==> config.mk <==
export PLATFORM = sky130hd
export DESIGN_NAME = wheel_encoder_speed_meter
export DESIGN_NICKNAME = d
export VERILOG_FILES = /design/src/rtl/wesm_pkg.sv /design/src/rtl/wesm_front.sv /design/src/rtl/wesm_div.sv /design/src/rtl/wesm_back.sv /design/src/rtl/wheel_encoder_speed_meter.sv
export SDC_FILE = /design/constraint.sdc
export NUM_CORES = 2
export LEC_CHECK = 0
export BUFFER_PORTS_ARGS = -buffer_cell sky130_fd_sc_hd__buf_2
export CAP_MARGIN = 20
export CORE_AREA = 8 8 313 390
export CTS_CLUSTER_DIAMETER = 80
export CTS_CLUSTER_SIZE = 14
export DETAILED_ROUTE_END_ITERATION = 16
export DIE_AREA = 0 0 321 398
export GPL_TIMING_DRIVEN = 0
export PLACE_DENSITY_LB_ADDON = 0.25
export SYNTH_ARGS = -nofsm -noshare
export SYNTH_HDL_FRONTEND = slang
export SYNTH_SLANG_ARGS = --single-unit
==> constraint.sdc <==
create_clock -name clk_i -period 9.1 [get_ports clk_i]
set_clock_uncertainty 0.05 [all_clocks]
set_input_delay 1.82 -clock clk_i [delete_from_list [all_inputs] [get_ports clk_i]]
set_output_delay 1.82 -clock clk_i [all_outputs]
set_load 0.02 [all_outputs]
==> src/rtl/wesm_pkg.sv <==
// Types and constants of the wheel encoder speed meter.
// No dependencies.
package wesm_pkg;

  localparam int unsigned CfgIdxW   = 8;
  localparam int unsigned DivSteps  = 36;

  localparam logic [CfgIdxW-1:0] CFG_NOTCH   = 8'd0;
  localparam logic [CfgIdxW-1:0] CFG_TIMEOUT = 8'd1;

  localparam logic [15:0] NOTCH_RESET   = 16'd1020;
  localparam logic [31:0] TIMEOUT_RESET = 32'd1000000;
  localparam logic [19:0] US_PER_S      = 20'd1000000;
  localparam logic [47:0] DIST_MAX      = 48'hFFFF_FFFF_FFFF;

  typedef struct packed {
    logic [15:0] notch_distance_um;
    logic [31:0] period_timeout_us;
  } wesm_cfg_t;

  typedef struct packed {
    logic        wheel;
    logic [63:0] timestamp_us;
  } wesm_item_t;

  typedef struct packed {
    logic        start;
    logic [35:0] dividend;
    logic [31:0] divisor;
  } wesm_div_req_t;

  typedef struct packed {
    logic        done;
    logic [35:0] quotient;
  } wesm_div_rsp_t;

endpackage

==> src/rtl/wesm_front.sv <==
// Front end: accepts edge items, drops falling edges, queues rising ones.
// Depends on wesm_pkg.
module wesm_front (
  input  logic                clk_i,
  input  logic                rst_ni,
  input  logic                in_valid_i,
  output logic                in_ready_o,
  input  logic                wheel_side_i,
  input  logic                edge_rising_i,
  input  logic [63:0]         timestamp_us_i,
  output logic                q_valid_o,
  output wesm_pkg::wesm_item_t q_item_o,
  input  logic                q_pop_i
);
  import wesm_pkg::*;

  wesm_item_t mem_q [2];
  logic       wr_ptr_q, rd_ptr_q;
  logic [1:0] cnt_q;
  logic       push, pop;

  assign in_ready_o = (cnt_q != 2'd2);
  assign push       = in_valid_i && in_ready_o && edge_rising_i;
  assign pop        = q_pop_i && q_valid_o;
  assign q_valid_o  = (cnt_q != 2'd0);
  assign q_item_o   = mem_q[rd_ptr_q];

  always_ff @(posedge clk_i) begin
    if (push) begin
      mem_q[wr_ptr_q] <= '{wheel: wheel_side_i, timestamp_us: timestamp_us_i};
    end
  end

  always_ff @(posedge clk_i or negedge rst_ni) begin
    if (!rst_ni) begin
      wr_ptr_q <= 1'b0;
      rd_ptr_q <= 1'b0;
      cnt_q    <= 2'd0;
    end else begin
      if (push) wr_ptr_q <= ~wr_ptr_q;
      if (pop)  rd_ptr_q <= ~rd_ptr_q;
      cnt_q <= cnt_q + {1'b0, push} - {1'b0, pop};
    end
  end

endmodule

==> src/rtl/wesm_div.sv <==
// Restoring divider, one quotient bit per cycle.
// Depends on wesm_pkg.
module wesm_div (
  input  logic                  clk_i,
  input  logic                  rst_ni,
  input  wesm_pkg::wesm_div_req_t req_i,
  output wesm_pkg::wesm_div_rsp_t rsp_o
);
  import wesm_pkg::*;

  localparam int unsigned CntW = $clog2(DivSteps + 1);

  logic            busy_q, done_q;
  logic [CntW-1:0] cnt_q;
  logic [31:0]     rem_q, dvs_q;
  logic [35:0]     quo_q;
  logic [32:0]     trial, diff;
  logic            ge;

  assign trial = {rem_q, quo_q[35]};
  assign ge    = (trial >= {1'b0, dvs_q});
  assign diff  = trial - {1'b0, dvs_q};

  assign rsp_o = '{done: done_q, quotient: quo_q};

  always_ff @(posedge clk_i or negedge rst_ni) begin
    if (!rst_ni) begin
      busy_q <= 1'b0;
      done_q <= 1'b0;
      cnt_q  <= '0;
    end else begin
      done_q <= 1'b0;
      if (req_i.start) begin
        busy_q <= 1'b1;
        cnt_q  <= CntW'(DivSteps);
      end else if (busy_q) begin
        cnt_q <= cnt_q - 1'b1;
        if (cnt_q == CntW'(1)) begin
          busy_q <= 1'b0;
          done_q <= 1'b1;
        end
      end
    end
  end

  always_ff @(posedge clk_i) begin
    if (req_i.start) begin
      rem_q <= '0;
      quo_q <= req_i.dividend;
      dvs_q <= req_i.divisor;
    end else if (busy_q) begin
      rem_q <= ge ? diff[31:0] : trial[31:0];
      quo_q <= {quo_q[34:0], ge};
    end
  end

endmodule

==> src/rtl/wesm_back.sv <==
// Back end: per-wheel state update, speed computation and result register.
// Depends on wesm_pkg and wesm_div.
module wesm_back (
  input  logic                 clk_i,
  input  logic                 rst_ni,
  input  wesm_pkg::wesm_cfg_t  cfg_i,
  input  logic                 q_valid_i,
  input  wesm_pkg::wesm_item_t q_item_i,
  output logic                 q_pop_o,
  output logic                 out_valid_o,
  input  logic                 out_ready_i,
  output logic                 result_wheel_o,
  output logic [31:0]          pulse_total_o,
  output logic [35:0]          speed_um_per_s_o,
  output logic [47:0]          distance_um_o,
  output logic [63:0]          period_us_o
);
  import wesm_pkg::*;

  typedef enum logic [1:0] {ST_IDLE, ST_MUL, ST_DIV, ST_OUT} state_e;

  state_e        state_q;
  logic [31:0]   count_q [2];
  logic [63:0]   last_q  [2];
  logic [47:0]   dist_q  [2];
  logic          wheel_q;
  logic [31:0]   pulse_q;
  logic [35:0]   speed_q, prod_q;
  logic [47:0]   dist_out_q;
  logic [63:0]   period_q;
  logic          div_start_q;

  logic          w;
  logic [63:0]   period_d;
  logic [31:0]   count_d;
  logic [48:0]   dist_sum;
  logic [47:0]   dist_d;
  logic          calc;
  wesm_div_req_t div_req;
  wesm_div_rsp_t div_rsp;

  assign q_pop_o  = (state_q == ST_IDLE) && q_valid_i;
  assign w        = q_item_i.wheel;
  assign period_d = q_item_i.timestamp_us - last_q[w];
  assign count_d  = count_q[w] + 32'd1;
  assign dist_sum = {1'b0, dist_q[w]} + {33'b0, cfg_i.notch_distance_um};
  assign dist_d   = dist_sum[48] ? DIST_MAX : dist_sum[47:0];
  assign calc     = (period_q != 64'd0) && (period_q < {32'b0, cfg_i.period_timeout_us});

  assign div_req = '{start: div_start_q, dividend: prod_q, divisor: period_q[31:0]};

  wesm_div u_div (
    .clk_i  (clk_i),
    .rst_ni (rst_ni),
    .req_i  (div_req),
    .rsp_o  (div_rsp)
  );

  assign out_valid_o      = (state_q == ST_OUT);
  assign result_wheel_o   = wheel_q;
  assign pulse_total_o    = pulse_q;
  assign speed_um_per_s_o = speed_q;
  assign distance_um_o    = dist_out_q;
  assign period_us_o      = period_q;

  always_ff @(posedge clk_i or negedge rst_ni) begin
    if (!rst_ni) begin
      state_q     <= ST_IDLE;
      div_start_q <= 1'b0;
      count_q[0]  <= '0;
      count_q[1]  <= '0;
      last_q[0]   <= '0;
      last_q[1]   <= '0;
      dist_q[0]   <= '0;
      dist_q[1]   <= '0;
    end else begin
      div_start_q <= 1'b0;
      case (state_q)
        ST_IDLE: begin
          if (q_valid_i) begin
            last_q[w]  <= q_item_i.timestamp_us;
            count_q[w] <= count_d;
            dist_q[w]  <= dist_d;
            state_q    <= ST_MUL;
          end
        end
        ST_MUL: begin
          if (calc) begin
            div_start_q <= 1'b1;
            state_q     <= ST_DIV;
          end else begin
            state_q <= ST_OUT;
          end
        end
        ST_DIV: begin
          if (div_rsp.done) state_q <= ST_OUT;
        end
        ST_OUT: begin
          if (out_ready_i) state_q <= ST_IDLE;
        end
        default: state_q <= ST_IDLE;
      endcase
    end
  end

  always_ff @(posedge clk_i) begin
    case (state_q)
      ST_IDLE: begin
        if (q_valid_i) begin
          wheel_q    <= w;
          pulse_q    <= count_d;
          dist_out_q <= dist_d;
          period_q   <= period_d;
          prod_q     <= 36'(cfg_i.notch_distance_um) * 36'(US_PER_S);
        end
      end
      ST_MUL: begin
        if (!calc) speed_q <= '0;
      end
      ST_DIV: begin
        if (div_rsp.done) speed_q <= div_rsp.quotient;
      end
      default: ;
    endcase
  end

endmodule

==> src/rtl/wheel_encoder_speed_meter.sv <==
// Wheel encoder speed meter: two-wheel period, pulse, distance and speed.
// Depends on wesm_pkg, wesm_front and wesm_back.
//
// Usage:
//   Input channel (in_valid_i/in_ready_o) takes one edge event per item:
//   wheel, edge type and microsecond timestamp. Falling edges are taken
//   and dropped; each rising edge yields one record on the output channel
//   (out_valid_o/out_ready_i): wheel, pulse count, speed, distance, period.
//   Config channel (cfg_valid_i/cfg_ready_o) writes register 0 (notch
//   distance, um) or 1 (period timeout, us); other indexes are ignored.
//   Write config only while no rising edge is in flight.
//   A rising edge passes the queue, then ST_IDLE and ST_MUL in the back end,
//   then ST_DIV, where the 36-step restoring divider runs, and then ST_OUT.
//   With a zero period or one not below the timeout, ST_DIV is skipped and
//   the speed is zero. The back end handles one record at a time.
//   A two-entry queue sits between the accept side and the compute side,
//   so input items are still taken while a record waits for out_ready_i;
//   in_ready_o drops only when the queue is full.
//   Reset clears all per-wheel counters, timestamps and distances and
//   reloads both config registers with their defaults.
module wheel_encoder_speed_meter (
  input  logic                         clk_i,
  input  logic                         rst_ni,
  input  logic                         cfg_valid_i,
  output logic                         cfg_ready_o,
  input  logic [wesm_pkg::CfgIdxW-1:0] cfg_index_i,
  input  logic [31:0]                  cfg_data_i,
  input  logic                         in_valid_i,
  output logic                         in_ready_o,
  input  logic                         wheel_side_i,
  input  logic                         edge_rising_i,
  input  logic [63:0]                  timestamp_us_i,
  output logic                         out_valid_o,
  input  logic                         out_ready_i,
  output logic                         result_wheel_o,
  output logic [31:0]                  pulse_total_o,
  output logic [35:0]                  speed_um_per_s_o,
  output logic [47:0]                  distance_um_o,
  output logic [63:0]                  period_us_o
);
  import wesm_pkg::*;

  wesm_cfg_t  cfg_q;
  logic       q_valid, q_pop;
  wesm_item_t q_item;

  assign cfg_ready_o = 1'b1;

  always_ff @(posedge clk_i or negedge rst_ni) begin
    if (!rst_ni) begin
      cfg_q <= '{notch_distance_um: NOTCH_RESET, period_timeout_us: TIMEOUT_RESET};
    end else if (cfg_valid_i) begin
      if (cfg_index_i == CFG_NOTCH)   cfg_q.notch_distance_um <= cfg_data_i[15:0];
      if (cfg_index_i == CFG_TIMEOUT) cfg_q.period_timeout_us <= cfg_data_i;
    end
  end

  wesm_front u_front (
    .clk_i          (clk_i),
    .rst_ni         (rst_ni),
    .in_valid_i     (in_valid_i),
    .in_ready_o     (in_ready_o),
    .wheel_side_i   (wheel_side_i),
    .edge_rising_i  (edge_rising_i),
    .timestamp_us_i (timestamp_us_i),
    .q_valid_o      (q_valid),
    .q_item_o       (q_item),
    .q_pop_i        (q_pop)
  );

  wesm_back u_back (
    .clk_i            (clk_i),
    .rst_ni           (rst_ni),
    .cfg_i            (cfg_q),
    .q_valid_i        (q_valid),
    .q_item_i         (q_item),
    .q_pop_o          (q_pop),
    .out_valid_o      (out_valid_o),
    .out_ready_i      (out_ready_i),
    .result_wheel_o   (result_wheel_o),
    .pulse_total_o    (pulse_total_o),
    .speed_um_per_s_o (speed_um_per_s_o),
    .distance_um_o    (distance_um_o),
    .period_us_o      (period_us_o)
  );

endmodule

### Word-level counts from Yosys, hierarchy flattened

Memories as Yosys holds them, arrays and structs flattened.
Index checks and enable logic that the tools add are counted.
W data, S select, Z words.

* input port bits: 111
* RAM bits: 130
* output and inout port bits: 184
* bits in registers: 662
* memories kept: 1

Memory list
* u_front.mem_q: depth 2, bits a word 65, rd ports 1, clocked after Yosys merged registers in 0, wr ports 1, line wesm_front.sv:17 `wesm_item_t mem_q [2];`

* mux-type cells: 42
* reduce and logical (&&, ||, !) cells: 17
* equal/unequal tests: 10
* bitwise operators: 3
* add/subtract/negate cells: 7
* $mul: 1
* $lt $le $gt $ge: 4

Operator list (number)
* $mux W64: 4
* $mux W48: 5
* $mux W32: 5
* $mux W36: 4
* $bwmux W128: 1
* $bwmux W96: 1
* $pmux W36 S2: 1
* $bwmux W64: 1
* $demux W64 S1: 1
* $lt A64 B32 Y1: 1
* $reduce_bool A64 Y1: 1
* $sub A64 B64 Y64: 1
* $add A48 B16 Y49: 1
* $demux W48 S1: 1
* $ge A33 B32 Y1: 1
* $add A32 B1 Y32 const B: 1
* $demux W32 S1: 1
* $sub A32 B32 Y32: 1
* $mul A16 B14 Y30 const B: 1
* $mux W6: 2
* $mux W1: 11
* $eq A8 B1 Y1 const B: 1
* $logic_not A8 Y1: 1
* $pmux W2 S4: 1
* other kinds (18): 35

### Longest topological paths before layout

An unclocked memory read counts as a cell.

* depth in word-level cells: 8
* gate-level depth with buffers: 25
* depth with buffers taken out: 21

### Hierarchy

From an unflattened synthesis, not the netlist that was laid out.

* cells, all modules: 4016
* area total of the unflattened synthesis: 43501.7 um^2

By module, submodules not included
* wesm_back: cells an instance 3077, area an instance 30297.8 um^2, times used 1, sequential area each 13618.1 um^2
* wesm_div: cells an instance 611, area an instance 6148.4 um^2, times used 1, sequential area each 2882.8 um^2
* wesm_front: cells an instance 220, area an instance 5051.1 um^2, times used 1, sequential area each 4003.8 um^2
* wheel_encoder_speed_meter: cells an instance 108, area an instance 2004.4 um^2, times used 1, sequential area each 1219.9 um^2

### Worst setup path after synthesis

No wires, ideal clock.

* path type: flip-flop to flip-flop
* start point: register u_back.state_q[0]
* end point: register u_back.dist_q[45] (netlist name)
* buffers on the path: 1
* cell stages (with the launch flop): 9
* arrival time: 6.136 ns
* required time: 8.898 ns
* path slack: 2.762 ns
* path through: dfrtp_1 > inv_1 > ha_1 > o21ai_1 > inv_1 > nand2_1 > nor2_1 > clkbuf_1 > a31oi_1

* word-level cells in the longest chain between the ends: 2

Ends and longest elaborated chain
* start, declared: line wesm_back.sv:22 `state_e state_q;`
* start signal, assigned: line wesm_back.sv:68 `state_q <= ST_IDLE;`
* start signal, assigned: line wesm_back.sv:84 `state_q <= ST_MUL;`
* start signal, assigned: line wesm_back.sv:90 `state_q <= ST_DIV;`
* $logic_not A2 Y1: line wesm_back.sv:78 `case (state_q)`
* $reduce_and A2 Y1 (no line)
* end signal, assigned by index: line wesm_back.sv:83 `dist_q[w] <= dist_d;`
* end, declared: line wesm_back.sv:25 `logic [47:0] dist_q [2];`

Every way passes these cells.
A chain may end at the register's enable or synchronous reset.

### Final worst setup path

* start point: register u_front.rd_ptr_q
* end point: register u_back.dist_out_q[33] (netlist: u_back.distance_um_o[33]) (data pin)

* word-level cells in the longest chain between the ends: 7

Ends and longest elaborated chain
* start, declared: line wesm_front.sv:18 `logic wr_ptr_q, rd_ptr_q;`
* start signal, assigned: line wesm_front.sv:41 `if (pop) rd_ptr_q <= ~rd_ptr_q;`
* $mem_v2 Z2 W65
* $not A1 Y2 (not written as such): line wesm_back.sv:46 `assign dist_sum = {1'b0, dist_q[w]} + {33'b0, cfg_i.notch_distance_um};`
* $mux W48 (not written as such) (3 in a row): line wesm_back.sv:46
* $add A48 B16 Y49: line wesm_back.sv:46
* $mux W48: line wesm_back.sv:47 `assign dist_d = dist_sum[48] ? DIST_MAX : dist_sum[47:0];`
* named net u_back.dist_d[33]: line wesm_back.sv:37 `logic [47:0] dist_d;`
* end signal, assigned: line wesm_back.sv:112 `dist_out_q <= dist_d;`
* end, declared: line wesm_back.sv:29 `logic [47:0] dist_out_q;`

The timed path passes the listed nets, and every way through them passes these cells. The select of a mux whose other input is x is not followed.

==> impl_metrics.ini <==
[outcome]
status = completed

[layout]
instances_no_fill = 5932
nets = 4740
drive_above_1_share = 0.1234
syn2layout_area_growth_pct = 13.63

[die]
initial_core_util = 0.3662
core_area_mm2 = 0.1160
row_count = 140
io_pins = 295
die_w_um = 321
die_y_um = 398
fp.dieArea_mm2 = 0.1278

[routing]
drt_iter0_markers = 2145
via_per_inst = 5.174
wirelength_mm = 122.6
via_count = 30694
drtPass1Iterations = 5
drc_errors = 0
routedWlPerCell_um = 20.66
ant_nets = 0

[clock_network]
cts_hold_buffers = 0
cts_resized = 1
root_buffer = clkbuf_16
cts_buffer_depth = 3
cts.sinks = 792
cts_made_buffers = 68
htreeDepth = 3
cts_tree = yes
clkTransAtPathRegs_ns = 0.07
clk_latency_ns = 0.68
cts_setup_buffers = 0

[timing]
tightest_slew_ns = 1.088
fmax_ghz = 0.1177
post-route-period-util = 0.9338
setup_slack_ns = 0.6025
setup_viol = 0
slew_headroom = 0.2747
post-route-min-period_ns = 8.497
hold_viol = 0
drv_slew = 0
rsz0062_at_grt = false

[placement]
place_ws_ns = -0.4838
dp.cells = 5808
dp_hpwl_mm = 92.11
portBuffers = 293
finalWeightedCongestion = 0.9047

[synth]
synth.yosys.seq_area_share = 0.5115
synthDistinctLibCells = 83
synth_top_cell_area_share = 0.2892
avgSynthCellArea_um2 = 10.78
synth_edf_count = 409
synth_cells = 3940
ys_ff_latch = 792
yosys-top-cells-area = edfxtp_1 (29%), dfrtp_1 (20%), ha_1 (7.5%)
async_reset_ff_frac = 0.4432
synth_warnings = 0
synth_ff_type = edfxtp_1
syn_nets = 4365
syn_area_mm2 = 0.04247
yosysTopAreaCell = edfxtp_1

[power]
internal_power_uw = 10500
swShare = 0.4344
powerDensity_mw_per_mm2 = 384.7
seqPwrFrac = 0.322
combPwrFrac = 0.524
power.leakage_uw = 0.02082
p_clk_frac = 0.154
total_power_uw = 18570
vdd_ir_drop_max_mv = 0.3553
switchingPower_uw = 8066

[critical_path]
cp_cell_sequence = mux2i_2, inv_2, buf_6, buf_6, buf_2, buf_2, buf_2, buf_2, buf_1, clkbuf_1, nand2_1, nand2_1, ha_1, fa_1, a21oi_1, o21ai_0, a21oi_1, o21bai_1, a41o_1, a21oi_1, nor3_1, nand2_1, clkbuf_1, nand2_1
worst-setup-path-type = flip-flop to flip-flop
critPathMaxStageDelay_ns = 0.83
cp.required_ns = 9.54
critPathLaunch = u_front.rd_ptr_q
crit_path_max_fanout = 10
timing.rr.start = u_front.rd_ptr_q
critPathSlowestCell = clkbuf_1
worstPathArrival_ns = 8.94
crit_path_end_kind = flip-flop
start_kind = flip-flop

[global_routing]
grt.total_usage = 0.1898
grt_overflow_total = 0
grt_max_degree = 107
grt_pass1_wl_mm = 187.8
grt_pass1_vias = 30790
antenna_found_initial = 10

[min_path]
hold_start = u_back.count_q[0]
min_path_type = flip-flop to flip-flop

[run]
maxCapViolations = 0
[cell usage after synthesis (all sizes together) (21+ instances only)]
cell type	number
inv	306
nand3	80
clkbuf	131
fa	58
nor2b	23
dfxtp	32
nand2	376
nand4	40
a21oi	319
ha	256
edfxtp	409
a211oi	21
nor3	35
dfrtp	336
and2	54
a311oi	30
mux2	72
nor2	302
xor2	86
buf	33
nor4	29
mux2i	188
a31oi	60
xnor2	126
o21bai	26
o21ai	181
a21o	94
and3	25
[worst max-delay path, delay by kind of cell, from the launching register on]
| kind | cells | cell delay, ns |
|---|---|---|
| flops | 1 | 0.43 |
| mux | 1 | 0.31 |
| simple gates | 5 | 1.59 |
| buf+inv | 10 | 4.31 |
| compound gates | 6 | 1.19 |
| fa+ha+maj | 2 | 0.40 |
[through the flow]
| stage | utilization | cell area (um2) | hold WS, ns | setup TNS (ns) |
|---|---|---|---|---|
| 6_report | 0.4162 | 48260 | 0.4155 | 0 |
| 5_1_grt | 0.4161 | 48260 | 0.4387 | 0 |
| 4_1_cts | 0.4161 | 48260 | 0.4201 | 0 |
| 3_5_place_dp | 0.3985 | 46210 | 0.4046 | -1.524 |
| 3_3_place_gp | 0.3957 | 45890 | 0.3983 | -541.85 |
| 2_1_floorplan | - | 42470 | 0.3862 | 0 |
[sequential cells by signal, summed over array words and instances (netlist names), 36 cells and up]
signal,count
u_front.mem_q,130
u_back.last_q,128
u_back.speed_um_per_s_o,36
u_back.period_us_o,64
u_back.count_q,64
u_back.u_div.quo_q,36
cfg_q,48
u_back.distance_um_o,48
u_back.dist_q,96
[cell usage in the layout, fill, tap and decap left out, types with 171 or more instances in the layout]
cell type and count:
nor2_1 301, ha_1 256, clkbuf_1 171, a21oi_1 319
mux2i_1 187, buf_2 306, nand2_1 375, inv_1 304
edfxtp_1 409, dfrtp_1 335
[cell type report]
type                    instances  area (um2)
clock inverters                 9       87.58
repair buffers                306        1754
inverters                     306        1156
well taps                    1562        1954
diodes                          2       5.005
multi-input cells            2678       18970
fillers                     11333       67700
plain buffers                 163       659.4
flip-flops and latches        792       21730
clock buffers                 114        1952
[layer usage]
metal  routed length, um  GRT usage  vias to the layer above
met5                  31          0                        -
met4                4508    0.07332                        4
met3                5998    0.02717                      193
met2               61120     0.3329                      805
met1               50900     0.2351                    14992
li1                    -          -                    14700
[logic make-up (layout without fill, tap and decap cells)]
family,Yosys count,in the layout,synth area share
and+or+nand+nor,1037,1037,0.1121
AOI/OAI and AO/OA,854,854,0.1238
DFF,792,792,0.5115
buffers and inverters,470,898,0.04260
adders and majority gates,314,314,0.1028
muxes,260,260,0.06349
xor gates and xnor gates,212,212,0.04372
other,1,3,0.00008830
[power groups by stage]
stage | sequential (uW) | clock [uW] | combinational (uW)
final | 5980 | 2850 | 9730
after floorplan | 6330 | 0 | 6530
after global routing | 6080 | 3080 | 10900
after detailed placement | 6050 | 0 | 9720
after global placement | 6140 | 0 | 9650
after CTS | 5990 | 2970 | 9810
[final timing paths]
| kind | cells after the start | slack [ns] | end |
|---|---|---|---|
| worst min register to register | 1 | 0.42 | u_back.count_q[0] |
| worst max-delay path | 24 | 0.60 | u_back.distance_um_o[33] |
| max in group asynchronous | 3 | 6.60 | u_back.last_q[19] |
| worst min-delay path | 1 | 0.42 | u_back.count_q[0] |
| min in group asynchronous | 1 | 1.02 | u_back.count_q[30] |
| worst max register to register | 24 | 0.60 | u_back.distance_um_o[33] |
(Power assumes the default switching activity.)
